==> src/source_byte_lexer_macros.svh <==
// Assertion helpers for the source byte lexer.
`ifndef SOURCE_BYTE_LEXER_MACROS_SVH
`define SOURCE_BYTE_LEXER_MACROS_SVH

// Check cons in the same cycle whenever ante holds.
`define SBL_ASSERT_NOW(label, clk, rst_n, ante, cons, msg) \
    label: assert property (@(posedge clk) disable iff (!rst_n) (ante) |-> (cons)) \
        else $error(msg);

// Check cons in the cycle after ante holds.
`define SBL_ASSERT_NEXT(label, clk, rst_n, ante, cons, msg) \
    label: assert property (@(posedge clk) disable iff (!rst_n) (ante) |=> (cons)) \
        else $error(msg);

`endif

==> src/sbl_pkg.sv <==
package sbl_pkg;

    // Width of the byte offset counter and of stored identifier starts
    localparam int POSITION_WIDTH = 32;

    // Undecided prefix storage and the match window (prefix plus new byte)
    localparam int PEND_DEPTH = 5;
    localparam int WIN_LEN    = PEND_DEPTH + 1;
    localparam int N_ENTRIES  = 32;
    localparam int MAX_RES    = 3;

    localparam logic [5:0] KIND_LITERAL = 6'd30;
    localparam logic [5:0] KIND_IDENT   = 6'd31;
    localparam logic [5:0] KIND_END     = 6'd32;
    localparam logic [5:0] KIND_ERROR   = 6'd33;

    typedef logic [POSITION_WIDTH-1:0] t_pos;

    // Window bytes are left aligned: byte 0 sits in the top eight bits
    typedef logic [8*WIN_LEN-1:0] t_window;

    typedef struct packed {
        logic [8*WIN_LEN-1:0] text;
        logic [2:0]           len;
        logic [5:0]           kind;
    } t_entry;

    typedef struct packed {
        logic [5:0]  kind;
        logic [15:0] indent;
        logic [63:0] literal;
        logic [31:0] start;
        logic [31:0] length;
    } t_token;

    typedef struct packed {
        t_token [MAX_RES-1:0] tok;
        logic [1:0]           cnt;
    } t_step_res;

    // hit: an entry matches in full; open: still undecided; neither: no entry
    typedef struct packed {
        logic       hit;
        logic       open;
        logic [4:0] entry;
    } t_decide;

    // Operators and keywords in match priority order
    localparam t_entry ENTRIES [N_ENTRIES] = '{
        '{{".", 40'd0},     3'd1, 6'd0},
        '{{":", 40'd0},     3'd1, 6'd1},
        '{{"+=", 32'd0},    3'd2, 6'd2},
        '{{"-=", 32'd0},    3'd2, 6'd3},
        '{{"*=", 32'd0},    3'd2, 6'd4},
        '{{"/=", 32'd0},    3'd2, 6'd5},
        '{{"!=", 32'd0},    3'd2, 6'd6},
        '{{"==", 32'd0},    3'd2, 6'd7},
        '{{"<=", 32'd0},    3'd2, 6'd8},
        '{{">=", 32'd0},    3'd2, 6'd9},
        '{{"<", 40'd0},     3'd1, 6'd10},
        '{{">", 40'd0},     3'd1, 6'd11},
        '{{"=", 40'd0},     3'd1, 6'd12},
        '{{"+", 40'd0},     3'd1, 6'd13},
        '{{"-", 40'd0},     3'd1, 6'd14},
        '{{"*", 40'd0},     3'd1, 6'd15},
        '{{"/", 40'd0},     3'd1, 6'd16},
        '{{"%", 40'd0},     3'd1, 6'd17},
        '{{"(", 40'd0},     3'd1, 6'd18},
        '{{")", 40'd0},     3'd1, 6'd19},
        '{{",", 40'd0},     3'd1, 6'd20},
        '{{"if", 32'd0},    3'd2, 6'd21},
        '{{"elif", 16'd0},  3'd4, 6'd22},
        '{{"else", 16'd0},  3'd4, 6'd23},
        '{{"while", 8'd0},  3'd5, 6'd24},
        '{{"func", 16'd0},  3'd4, 6'd25},
        '{"return",         3'd6, 6'd26},
        '{{"and", 24'd0},   3'd3, 6'd27},
        '{{"&&", 32'd0},    3'd2, 6'd27},
        '{{"or", 32'd0},    3'd2, 6'd28},
        '{{"||", 32'd0},    3'd2, 6'd28},
        '{{"int", 24'd0},   3'd3, 6'd29}
    };

    // Match the first n window bytes against the entries as plain prefixes
    function automatic t_decide decide(input t_window w, input logic [2:0] n,
                                       input logic fin);
        t_decide              d;
        logic [N_ENTRIES-1:0] compat;
        logic                 found;
        d      = '0;
        found  = 1'b0;
        compat = '1;
        for (int e = 0; e < N_ENTRIES; e++) begin
            for (int i = 0; i < WIN_LEN; i++) begin
                if ((3'(i) < ENTRIES[e].len) && (3'(i) < n) &&
                    (w[8*(WIN_LEN-1-i) +: 8] != ENTRIES[e].text[8*(WIN_LEN-1-i) +: 8])) begin
                    compat[e] = 1'b0;
                end
            end
        end
        // Take the first compatible entry; a partial one blocks unless at end
        for (int e = 0; e < N_ENTRIES; e++) begin
            if (!found && compat[e]) begin
                if (ENTRIES[e].len <= n) begin
                    d.hit   = 1'b1;
                    d.entry = 5'(e);
                    found   = 1'b1;
                end else if (!fin) begin
                    d.open = 1'b1;
                    found  = 1'b1;
                end
            end
        end
        return d;
    endfunction

endpackage

==> src/sbl_step.sv <==
module sbl_step
    import sbl_pkg::*;
(
    input  logic       i_clk,
    input  logic       i_rst_n,
    input  logic       i_go,
    input  logic [7:0] i_byte,
    input  logic       i_fin,
    output t_step_res  o_res
);

    localparam logic [1:0] MODE_IDLE   = 2'd0;
    localparam logic [1:0] MODE_WORD   = 2'd1;
    localparam logic [1:0] MODE_NUMBER = 2'd2;

    logic [8*PEND_DEPTH-1:0] r_pend,       n_pend;
    logic [2:0]              r_pend_cnt,   n_pend_cnt;
    logic [1:0]              r_mode,       n_mode;
    logic [63:0]             r_accum,      n_accum;
    t_pos                    r_word_start, n_word_start;
    logic [31:0]             r_word_len,   n_word_len;
    t_pos                    r_pos,        n_pos;
    logic [15:0]             r_indent,     n_indent;
    logic                    r_line_start, n_line_start;
    logic                    r_err,        n_err;

    t_window    w_win;
    t_decide    w_d1;
    t_decide    w_d2;
    logic       w_used;
    logic [3:0] w_digit;
    t_pos       w_base;
    t_token     w_cand [4];
    logic [3:0] w_cand_v;
    logic [2:0] w_fill;
    t_step_res  w_res;

    function automatic logic is_space(input logic [7:0] c);
        return (c == 8'h20) || ((c >= 8'h09) && (c <= 8'h0d));
    endfunction

    function automatic logic is_alpha(input logic [7:0] c);
        return ((c >= "a") && (c <= "z")) || ((c >= "A") && (c <= "Z"));
    endfunction

    function automatic logic is_digit(input logic [7:0] c);
        return (c >= "0") && (c <= "9");
    endfunction

    function automatic logic [31:0] low_word(input t_pos p);
        logic [63:0] x;
        x = 64'(p);
        return x[31:0];
    endfunction

    function automatic t_token make_tok(input logic [5:0] kind, input logic [15:0] indent,
                                        input logic [63:0] lit, input logic [31:0] start,
                                        input logic [31:0] length);
        t_token t;
        t.kind    = kind;
        t.indent  = indent;
        t.literal = lit;
        t.start   = start;
        t.length  = length;
        return t;
    endfunction

    // Work one byte against the held lexer state
    always_comb begin
        n_pend       = '0;
        n_pend_cnt   = 3'd0;
        n_mode       = r_mode;
        n_accum      = r_accum;
        n_word_start = r_word_start;
        n_word_len   = r_word_len;
        n_pos        = r_pos;
        n_indent     = r_indent;
        n_line_start = r_line_start;
        n_err        = r_err;
        w_used       = 1'b0;
        w_d1         = '0;
        w_d2         = '0;
        w_cand_v     = 4'd0;
        for (int j = 0; j < 4; j++) begin
            w_cand[j] = '0;
        end
        w_digit = 4'(i_byte - "0");
        w_base  = r_pos - t_pos'(r_pend_cnt);

        // Append the new byte after the held prefix
        w_win = {r_pend, 8'h00};
        for (int i = 0; i < WIN_LEN; i++) begin
            if (3'(i) == r_pend_cnt) begin
                w_win[8*(WIN_LEN-1-i) +: 8] = i_byte;
            end
        end

        if (!r_err) begin
            // First pass: finish the run or prefix in progress
            case (r_mode)
                MODE_WORD: begin
                    if (is_alpha(i_byte) || is_digit(i_byte)) begin
                        if (r_word_len != '1) begin
                            n_word_len = r_word_len + 32'd1;
                        end
                        w_used = 1'b1;
                    end else begin
                        w_cand_v[0] = 1'b1;
                        w_cand[0]   = make_tok(KIND_IDENT, r_indent, 64'd0,
                                               low_word(r_word_start), r_word_len);
                        n_mode      = MODE_IDLE;
                    end
                end
                MODE_NUMBER: begin
                    if (is_digit(i_byte)) begin
                        n_accum = {r_accum[60:0], 3'b000} + {r_accum[62:0], 1'b0}
                                + 64'(w_digit);
                        w_used  = 1'b1;
                    end else begin
                        w_cand_v[0] = 1'b1;
                        w_cand[0]   = make_tok(KIND_LITERAL, r_indent, r_accum, 32'd0, 32'd0);
                        n_mode      = MODE_IDLE;
                    end
                end
                MODE_IDLE: begin
                    if (r_pend_cnt != 3'd0) begin
                        w_d1 = decide(w_win, r_pend_cnt + 3'd1, i_fin);
                        if (w_d1.hit) begin
                            w_cand_v[0] = 1'b1;
                            w_cand[0]   = make_tok(ENTRIES[w_d1.entry].kind, r_indent,
                                                   64'd0, 32'd0, 32'd0);
                            w_used      = (ENTRIES[w_d1.entry].len == r_pend_cnt + 3'd1);
                        end else if (w_d1.open) begin
                            n_pend     = w_win[8*WIN_LEN-1 -: 8*PEND_DEPTH];
                            n_pend_cnt = r_pend_cnt + 3'd1;
                            w_used     = 1'b1;
                        end else if (is_alpha(r_pend[8*PEND_DEPTH-1 -: 8])) begin
                            // Failed keyword prefix turns into an identifier
                            if (is_alpha(i_byte) || is_digit(i_byte)) begin
                                n_mode       = MODE_WORD;
                                n_word_start = w_base;
                                n_word_len   = 32'(r_pend_cnt) + 32'd1;
                                w_used       = 1'b1;
                            end else begin
                                w_cand_v[0] = 1'b1;
                                w_cand[0]   = make_tok(KIND_IDENT, r_indent, 64'd0,
                                                       low_word(w_base), 32'(r_pend_cnt));
                            end
                        end else begin
                            // Lone operator prefix with no single form: emit an error token and drop the byte
                            w_cand_v[0] = 1'b1;
                            w_cand[0]   = make_tok(KIND_ERROR, r_indent, 64'd0, 32'd0, 32'd0);
                            n_err       = 1'b1;
                            w_used      = 1'b1;
                        end
                    end
                end
                default: begin
                    n_mode = MODE_IDLE;
                end
            endcase

            // Second pass: the new byte on its own from idle
            if (!w_used && !n_err) begin
                if (is_space(i_byte)) begin
                    if (i_byte == 8'h0a) begin
                        n_line_start = 1'b1;
                        n_indent     = 16'd0;
                    end else if (r_line_start && (r_indent != '1)) begin
                        n_indent = r_indent + 16'd1;
                    end
                end else begin
                    n_line_start = 1'b0;
                    w_d2 = decide({i_byte, {(8*(WIN_LEN-1)){1'b0}}}, 3'd1, i_fin);
                    if (w_d2.hit) begin
                        w_cand_v[1] = 1'b1;
                        w_cand[1]   = make_tok(ENTRIES[w_d2.entry].kind, r_indent,
                                               64'd0, 32'd0, 32'd0);
                    end else if (w_d2.open) begin
                        n_pend     = {i_byte, {(8*(PEND_DEPTH-1)){1'b0}}};
                        n_pend_cnt = 3'd1;
                    end else if (is_alpha(i_byte)) begin
                        n_mode       = MODE_WORD;
                        n_word_start = r_pos;
                        n_word_len   = 32'd1;
                    end else if (is_digit(i_byte)) begin
                        n_mode  = MODE_NUMBER;
                        n_accum = 64'(w_digit);
                    end else begin
                        w_cand_v[1] = 1'b1;
                        w_cand[1]   = make_tok(KIND_ERROR, r_indent, 64'd0, 32'd0, 32'd0);
                        n_err       = 1'b1;
                    end
                end
            end

            n_pos = r_pos + t_pos'(1);

            // Flush the open run on the last byte
            if (i_fin && !n_err) begin
                if (n_mode == MODE_WORD) begin
                    w_cand_v[2] = 1'b1;
                    w_cand[2]   = make_tok(KIND_IDENT, n_indent, 64'd0,
                                           low_word(n_word_start), n_word_len);
                end else if (n_mode == MODE_NUMBER) begin
                    w_cand_v[2] = 1'b1;
                    w_cand[2]   = make_tok(KIND_LITERAL, n_indent, n_accum, 32'd0, 32'd0);
                end
            end
        end

        // Close the text and return to the reset state
        if (i_fin) begin
            w_cand_v[3]  = 1'b1;
            w_cand[3]    = make_tok(KIND_END, n_indent, 64'd0, 32'd0, 32'd0);
            n_pend       = '0;
            n_pend_cnt   = 3'd0;
            n_mode       = MODE_IDLE;
            n_accum      = 64'd0;
            n_word_start = '0;
            n_word_len   = 32'd0;
            n_pos        = '0;
            n_indent     = 16'd0;
            n_line_start = 1'b1;
            n_err        = 1'b0;
        end

        // Pack the produced tokens in order
        w_res  = '0;
        w_fill = 3'd0;
        for (int j = 0; j < 4; j++) begin
            if (w_cand_v[j] && (w_fill < 3'(MAX_RES))) begin
                w_res.tok[w_fill[1:0]] = w_cand[j];
                w_fill                 = w_fill + 3'd1;
            end
        end
        w_res.cnt = w_fill[1:0];
    end

    assign o_res = w_res;

    // Advance the lexer state on each worked beat
    always_ff @(posedge i_clk) begin
        if (!i_rst_n) begin
            r_pend       <= '0;
            r_pend_cnt   <= 3'd0;
            r_mode       <= MODE_IDLE;
            r_accum      <= 64'd0;
            r_word_start <= '0;
            r_word_len   <= 32'd0;
            r_pos        <= '0;
            r_indent     <= 16'd0;
            r_line_start <= 1'b1;
            r_err        <= 1'b0;
        end else if (i_go) begin
            r_pend       <= n_pend;
            r_pend_cnt   <= n_pend_cnt;
            r_mode       <= n_mode;
            r_accum      <= n_accum;
            r_word_start <= n_word_start;
            r_word_len   <= n_word_len;
            r_pos        <= n_pos;
            r_indent     <= n_indent;
            r_line_start <= n_line_start;
            r_err        <= n_err;
        end
    end

endmodule

==> src/source_byte_lexer.sv <==
// channel  dir  handshake          payload
// source   in   i_valid / o_stall  i_source_byte, i_end_of_text
// token    out  o_valid / i_stall  o_token_kind, o_indent_level, o_literal_value,
//                                  o_ident_start, o_ident_length, o_last_of_run
//
// A byte is registered, worked once the result buffer is free, and its tokens go to a
// three-entry result buffer that offers them as token beats. Sustained rate is one byte
// per cycle while the token side does not stall; a byte that yields m > 1 tokens stalls
// the source side while the buffer drains its beats, one per cycle when not stalled.
// Reset is synchronous and clears all lexer state at once; no clearing pass.
// A stalled token beat backs up into o_stall whenever a source byte is waiting,
// even when the buffer holds only the beat being offered.
`include "source_byte_lexer_macros.svh"

module source_byte_lexer
    import sbl_pkg::*;
(
    input  logic               i_clk,
    input  logic               i_rst_n,
    input  logic               i_valid,
    input  logic [7:0]         i_source_byte,
    input  logic               i_end_of_text,
    output logic               o_stall,
    output logic               o_valid,
    input  logic               i_stall,
    output logic [5:0]         o_token_kind,
    output logic [15:0]        o_indent_level,
    output logic signed [63:0] o_literal_value,
    output logic [31:0]        o_ident_start,
    output logic [31:0]        o_ident_length,
    output logic               o_last_of_run
);

    logic                 r_in_valid;
    logic [7:0]           r_in_byte;
    logic                 r_in_fin;
    t_token [MAX_RES-1:0] r_res;
    logic [1:0]           r_res_cnt;
    logic [1:0]           r_res_head;

    t_step_res w_step;
    t_token    w_head_tok;
    logic      w_out_take;
    logic      w_in_take;
    logic      w_head_last;
    logic      w_buf_free;
    logic      w_proc_go;

    sbl_step u_step (
        .i_clk   (i_clk),
        .i_rst_n (i_rst_n),
        .i_go    (w_proc_go),
        .i_byte  (r_in_byte),
        .i_fin   (r_in_fin),
        .o_res   (w_step)
    );

    // Handshake control
    assign w_head_last = (r_res_head + 2'd1 == r_res_cnt);
    assign w_out_take  = o_valid && !i_stall;
    assign w_buf_free  = (r_res_cnt == 2'd0) || (w_out_take && w_head_last);
    assign w_proc_go   = r_in_valid && w_buf_free;
    assign o_stall     = r_in_valid && !w_buf_free;
    assign w_in_take   = i_valid && !o_stall;

    // Hold the source beat until it is worked
    always_ff @(posedge i_clk) begin
        if (!i_rst_n) begin
            r_in_valid <= 1'b0;
        end else if (w_in_take) begin
            r_in_valid <= 1'b1;
        end else if (w_proc_go) begin
            r_in_valid <= 1'b0;
        end
    end

    always_ff @(posedge i_clk) begin
        if (w_in_take) begin
            r_in_byte <= i_source_byte;
            r_in_fin  <= i_end_of_text;
        end
    end

    // Load tokens of a worked byte, drain one beat per take
    always_ff @(posedge i_clk) begin
        if (!i_rst_n) begin
            r_res_cnt  <= 2'd0;
            r_res_head <= 2'd0;
        end else if (w_proc_go) begin
            r_res_cnt  <= w_step.cnt;
            r_res_head <= 2'd0;
        end else if (w_out_take) begin
            if (w_head_last) begin
                r_res_cnt  <= 2'd0;
                r_res_head <= 2'd0;
            end else begin
                r_res_head <= r_res_head + 2'd1;
            end
        end
    end

    always_ff @(posedge i_clk) begin
        if (w_proc_go) begin
            r_res <= w_step.tok;
        end
    end

    // Drive the token beat from the head slot
    assign w_head_tok      = r_res[r_res_head];
    assign o_valid         = (r_res_cnt != 2'd0);
    assign o_token_kind    = w_head_tok.kind;
    assign o_indent_level  = w_head_tok.indent;
    assign o_literal_value = $signed(w_head_tok.literal);
    assign o_ident_start   = w_head_tok.start;
    assign o_ident_length  = w_head_tok.length;
    assign o_last_of_run   = w_head_last;

    `SBL_ASSERT_NOW(a_head_in_range, i_clk, i_rst_n, (r_res_cnt != 2'd0), (r_res_head < r_res_cnt), "result head beyond filled slots")
    `SBL_ASSERT_NOW(a_no_overrun, i_clk, i_rst_n, (w_in_take && r_in_valid), w_proc_go, "source beat taken over an unworked one")
    `SBL_ASSERT_NEXT(a_end_closes, i_clk, i_rst_n, (w_proc_go && r_in_fin), ((r_res_cnt != 2'd0) && (r_res[r_res_cnt - 2'd1].kind == KIND_END)), "last byte did not close with END")

endmodule
==> config.mk <==
export PLATFORM = sky130hd
export DESIGN_NAME = source_byte_lexer
export DESIGN_NICKNAME = d
export VERILOG_FILES = /design/src/sbl_pkg.sv /design/src/sbl_step.sv /design/src/source_byte_lexer.sv
export VERILOG_INCLUDE_DIRS = /design/src /design/src/src
export SDC_FILE = /design/constraint.sdc
export NUM_CORES = 2
export LEC_CHECK = 0
export ABC_AREA = 1
export BUFFER_PORTS_ARGS = -buffer_cell sky130_fd_sc_hd__buf_2
export CAP_MARGIN = 40
export CORE_UTILIZATION = 40
export DETAILED_ROUTE_END_ITERATION = 10
export GPL_TIMING_DRIVEN = 0
export PLACE_DENSITY = 0.65
export SYNTH_ARGS = -nofsm -noshare
export SYNTH_HDL_FRONTEND = slang
export SYNTH_HIERARCHICAL = 1
export SYNTH_SLANG_ARGS = --single-unit
export TNS_END_PERCENT = 5
==> constraint.sdc <==
create_clock -name i_clk -period 19.5 [get_ports i_clk]
set_clock_uncertainty 0.15 [all_clocks]
set_input_delay 2.925 -clock i_clk [delete_from_list [all_inputs] [get_ports i_clk]]
set_output_delay 2.925 -clock i_clk [all_outputs]
set_load 0.02 [all_outputs]
==> load_flow_metrics.sql <==
INSERT INTO impl_metrics (metric_group, metric, value, unit) VALUES
('run_status', 'status', 'completed', ''),
('placed_design', 'dp_hpwl', '127', 'mm'),
('cts', 'cts_num_sinks', '687', ''),
('die', 'die-area', '116000', 'um2'),
('synth', 'synth.yosys.warnings', '6', ''),
('synth', 'syn_area', '45800', 'um2'),
('die', 'design.portCount', '166', ''),
('synth', 'count_of_unique_library_cells_instantiated_by_yosys', '74', ''),
('synth', 'post_synth_main_area_contributors', 'sky130_fd_sc_hd__edfxtp_1 (30%), sky130_fd_sc_hd__nand2_1 (12%), sky130_fd_sc_hd__dfxtp_1 (10%)', ''),
('timing', 'period_minus_slack', '12.18', 'ns'),
('synth', 'part_of_the_yosys_area_used_for_sequential_elements', '40.0', '%'),
('grt', 'via_count_of_the_first_global_routing_pass', '42067', ''),
('die', 'floorplan.rows', '123', ''),
('worst_setup_path', 'crit_path_start_kind', 'register', ''),
('die', 'initial_utilization', '40.6', '%'),
('cts', 'htreeDepth', '3', ''),
('detailed_routing', 'post_drt_antenna_nets', '0', ''),
('detailed_routing', 'vias_per_cell', '5.62', ''),
('worst_setup_path', 'critical_path_peak_fanout', '11', ''),
('timing', 'setup_viol', '0', ''),
('final_layout', 'seqCellArea', '18300', 'um2'),
('synth', 'yosysTopAreaCellShare', '30.1', '%'),
('grt', 'grt_max_degree', '134', ''),
('power', 'vdd_drop_max', '53.7', 'uV'),
('cts', 'tritoncts', 'done', ''),
('worst_hold_path', 'holdCritPathClass', 'register to register', ''),
('placed_design', 'numPortBuffers', '165', ''),
('power', 'powerDensity', '72.0', 'nW/um2'),
('timing', 'relSlewSlack', '36.0', '%'),
('worst_setup_path', 'timing_worst_setup_path_type', 'register to register', ''),
('cts', 'worst_setup_hold_path_clk_slew', '0.06', 'ns'),
('final_layout', 'fill_cells', '11606', ''),
('worst_setup_path', 'setup.worst_path.end_class', 'register', ''),
('worst_setup_path', 'cpMaxStageDelayCell', 'sky130_fd_sc_hd__clkbuf_1', ''),
('grt', 'groute.usage.overall', '28.2', '%'),
('final_layout', 'final_nets', '6780', ''),
('power', 'static-leakage-power', '20.5', 'nW'),
('timing', 'report.final.hold_viol_count', '0', ''),
('cts', 'cts_max_path_buffers', '3', ''),
('power', 'p_total', '3.71', 'mW'),
('timing', 'postLayoutSetupSlackWorst', '7.32', 'ns'),
('cts', 'tritoncts.num_buffers', '81', ''),
('detailed_routing', 'drtPass1Iterations', '6', ''),
('grt', 'global_route_wire_length_before_repair', '253', 'mm'),
('cts', 'worst_skew_pair.late_latency', '0.68', 'ns'),
('placed_design', 'routabilityCongestion', '0.969', ''),
('synth', 'synth_edf_count', '459', ''),
('detailed_routing', 'detailedRoute.firstIterationViolations', '5278', ''),
('cts', 'cts_repair_resize_count', '0', ''),
('timing', 'clock.fmax', '82.1', 'MHz'),
('synth', 'avgSynthCellArea', '7.22', 'um2'),
('die', 'dieHeight', '340', 'um'),
('final_layout', 'final_layout_size_suffix_gt1_share', '9.66', '%'),
('detailed_routing', 'postRouteWirelength', '169', 'mm'),
('final_layout', 'area.growth.synth_to_final', '12.4', '%'),
('synth', 'share_of_synthesized_registers_carrying_an_async_set_or_reset', '0', '%'),
('detailed_routing', 'drc', '0', ''),
('cts', 'ctsHoldBuffers', '0', ''),
('timing', 'timing_worst_slew_pin_value', '0.960', 'ns'),
('synth', 'post_synth_inst_count', '6351', ''),
('timing', 'timing_max_transition_violations_final', '0', ''),
('flow_run', 'max_cap_viol_count', '0', ''),
('detailed_routing', 'routedWlPerCell', '20.6', 'um'),
('worst_setup_path', 'cp.buffers_inverters', '13', ''),
('detailed_routing', 'via_count', '45990', ''),
('synth', 'ys_ff_latch', '687', ''),
('grt', 'antenna_found_initial', '8', ''),
('die', 'die-width', '340', 'um'),
('worst_setup_path', 'worst_ep_arrival_time', '12.43', 'ns'),
('worst_setup_path', 'required', '19.74', 'ns'),
('worst_setup_path', 'timing.critical_path.max_delay_family', 'simple AND/OR/NAND/NOR gates', '');
## cells by family (layout without fill, tap and decap cells)
group | count (synthesis) | after routing | share of synthesized area [%]
AO/OA/AOI/OAI | 1245 | 1245 | 15.4
AND/OR/NAND/NOR | 3216 | 3216 | 29.5
flip-flops | 687 | 687 | 40.0
buffers and inverters | 973 | 1306 | 9.35
XOR/XNOR | 80 | 80 | 1.55
other | 0 | 3 | 0
adder cells (fa/ha/maj) | 150 | 150 | 4.16
## tightest hold or removal path, stage by stage (launching register included)
cell and delay [ns]:
sky130_fd_sc_hd__dfxtp_1 0.30, sky130_fd_sc_hd__nand2_1 0.06, sky130_fd_sc_hd__a21oi_1 0.06
## flip-flops by register name, summed over array words and instances, names as in the netlist
signal and count:
r_in_byte 8, r_in_fin 1, r_in_valid 1, r_res 450, r_res_cnt 2, r_res_head 2, u_step/r_accum 64, u_step/r_err 1
u_step/r_indent 16, u_step/r_line_start 1, u_step/r_mode 2, u_step/r_pend 40, u_step/r_pend_cnt 3, u_step/r_pos 32, u_step/r_word_len 32, u_step/r_word_start 32
## cell usage in the layout (no fill, tap or decap), types with 7 or more instances in the layout
cell type and instances:
sky130_fd_sc_hd__a211oi_1 11, sky130_fd_sc_hd__clkinv_1 14, sky130_fd_sc_hd__inv_1 550, sky130_fd_sc_hd__nor3_1 92, sky130_fd_sc_hd__nand3_1 407, sky130_fd_sc_hd__a31oi_1 32, sky130_fd_sc_hd__o31ai_1 157, sky130_fd_sc_hd__nand3_4 7
sky130_fd_sc_hd__buf_6 44, sky130_fd_sc_hd__nand2_2 15, sky130_fd_sc_hd__ha_1 146, sky130_fd_sc_hd__clkinv_2 16, sky130_fd_sc_hd__xnor2_1 14, sky130_fd_sc_hd__a21oi_1 361, sky130_fd_sc_hd__buf_2 246, sky130_fd_sc_hd__nor2_2 74
sky130_fd_sc_hd__o2111ai_1 7, sky130_fd_sc_hd__o21ai_1 182, sky130_fd_sc_hd__dfxtp_1 228, sky130_fd_sc_hd__nor2_1 962, sky130_fd_sc_hd__nor4_1 32, sky130_fd_sc_hd__o22ai_1 24, sky130_fd_sc_hd__nand2_1 1515, sky130_fd_sc_hd__buf_1 23
sky130_fd_sc_hd__o21a_1 9, sky130_fd_sc_hd__nand4_1 61, sky130_fd_sc_hd__inv_2 20, sky130_fd_sc_hd__clkbuf_16 88, sky130_fd_sc_hd__clkbuf_1 218, sky130_fd_sc_hd__or2_2 14, sky130_fd_sc_hd__nand3_2 14, sky130_fd_sc_hd__buf_4 44
sky130_fd_sc_hd__o21ai_0 388, sky130_fd_sc_hd__o221ai_1 8, sky130_fd_sc_hd__o211ai_1 20, sky130_fd_sc_hd__buf_8 10, sky130_fd_sc_hd__xor2_1 65, sky130_fd_sc_hd__edfxtp_1 459
## area by class of cell
class | instances | share of cell area, %
repair buffers | 183 | 2.09
inverters | 582 | 4.27
flip-flops and latches | 687 | 35.6
clock buffers | 111 | 4.52
well taps | 1500 | 3.65
clock inverters | 39 | 0.719
plain buffers | 391 | 4.07
diodes | 3 | 0.0146
multi-input cells | 4691 | 45.0
## metal layers
metal | track usage (%) | vias to the layer above | part of all wire (%)
met5 | 0 | - | 0.014
met4 | 10.7 | 4 | 3.6
met3 | 5.55 | 310 | 9.5
met2 | 43.5 | 2062 | 44
met1 | 38.9 | 21845 | 43
li1 | - | 21769 | -
## path summary, 6_finish.rpt
check / from / end / slack (ns) / cells after the start
max: u_step/r_pend_cnt[1] / r_res[122] / 7.32 / 52
min: u_step/r_pend[15] / u_step/r_pend[15] / 0.31 / 2
max reg2reg: u_step/r_pend_cnt[1] / r_res[122] / 7.32 / 52
min reg2reg: u_step/r_pend[15] / u_step/r_pend[15] / 0.31 / 2
## synthesized netlist by cell type, drive strengths merged (4+ instances only)
| cell type | n |
|---|---|
| nand3 | 428 |
| a21oi | 367 |
| clkinv | 8 |
| o21a | 9 |
| clkbuf | 199 |
| edfxtp | 459 |
| o22ai | 24 |
| dfxtp | 228 |
| a21o | 4 |
| o211ai | 20 |
| o221ai | 8 |
| or2 | 16 |
| xor2 | 66 |
| o2111ai | 9 |
| ha | 146 |
| o31ai | 158 |
| nor2 | 1042 |
| xnor2 | 14 |
| a22oi | 4 |
| a22o | 4 |
| nand4 | 65 |
| nor3 | 94 |
| a32oi | 4 |
| fa | 4 |
| a211oi | 11 |
| nor4 | 32 |
| nand2 | 1532 |
| a31oi | 33 |
| a41oi | 4 |
| dlygate4sd1 | 5 |
| inv | 574 |
| o21ai | 570 |
| buf | 187 |
## where the power goes
group          switching [mW]  internal [mW]
sequential             0.0190           1.62
clock                   0.647          0.917
combinational           0.381          0.121
total                    1.05           2.66
## per-stage QoR
step	std cells	utilization (%)	setup TNS [ns]	instance area (um2)	hold slack, ns
finish	8187	45.6	0	51500	0.312
global route	8184	45.6	0	51500	0.337
CTS	8183	45.6	0	51500	0.313
detailed placement	8033	43.2	0	48800	0.305
global placement	8016	43.0	-14.24	48500	0.300
floorplan	6351	-	0	45800	0.292
No activity file was read; power rests on OpenSTA's default activity.
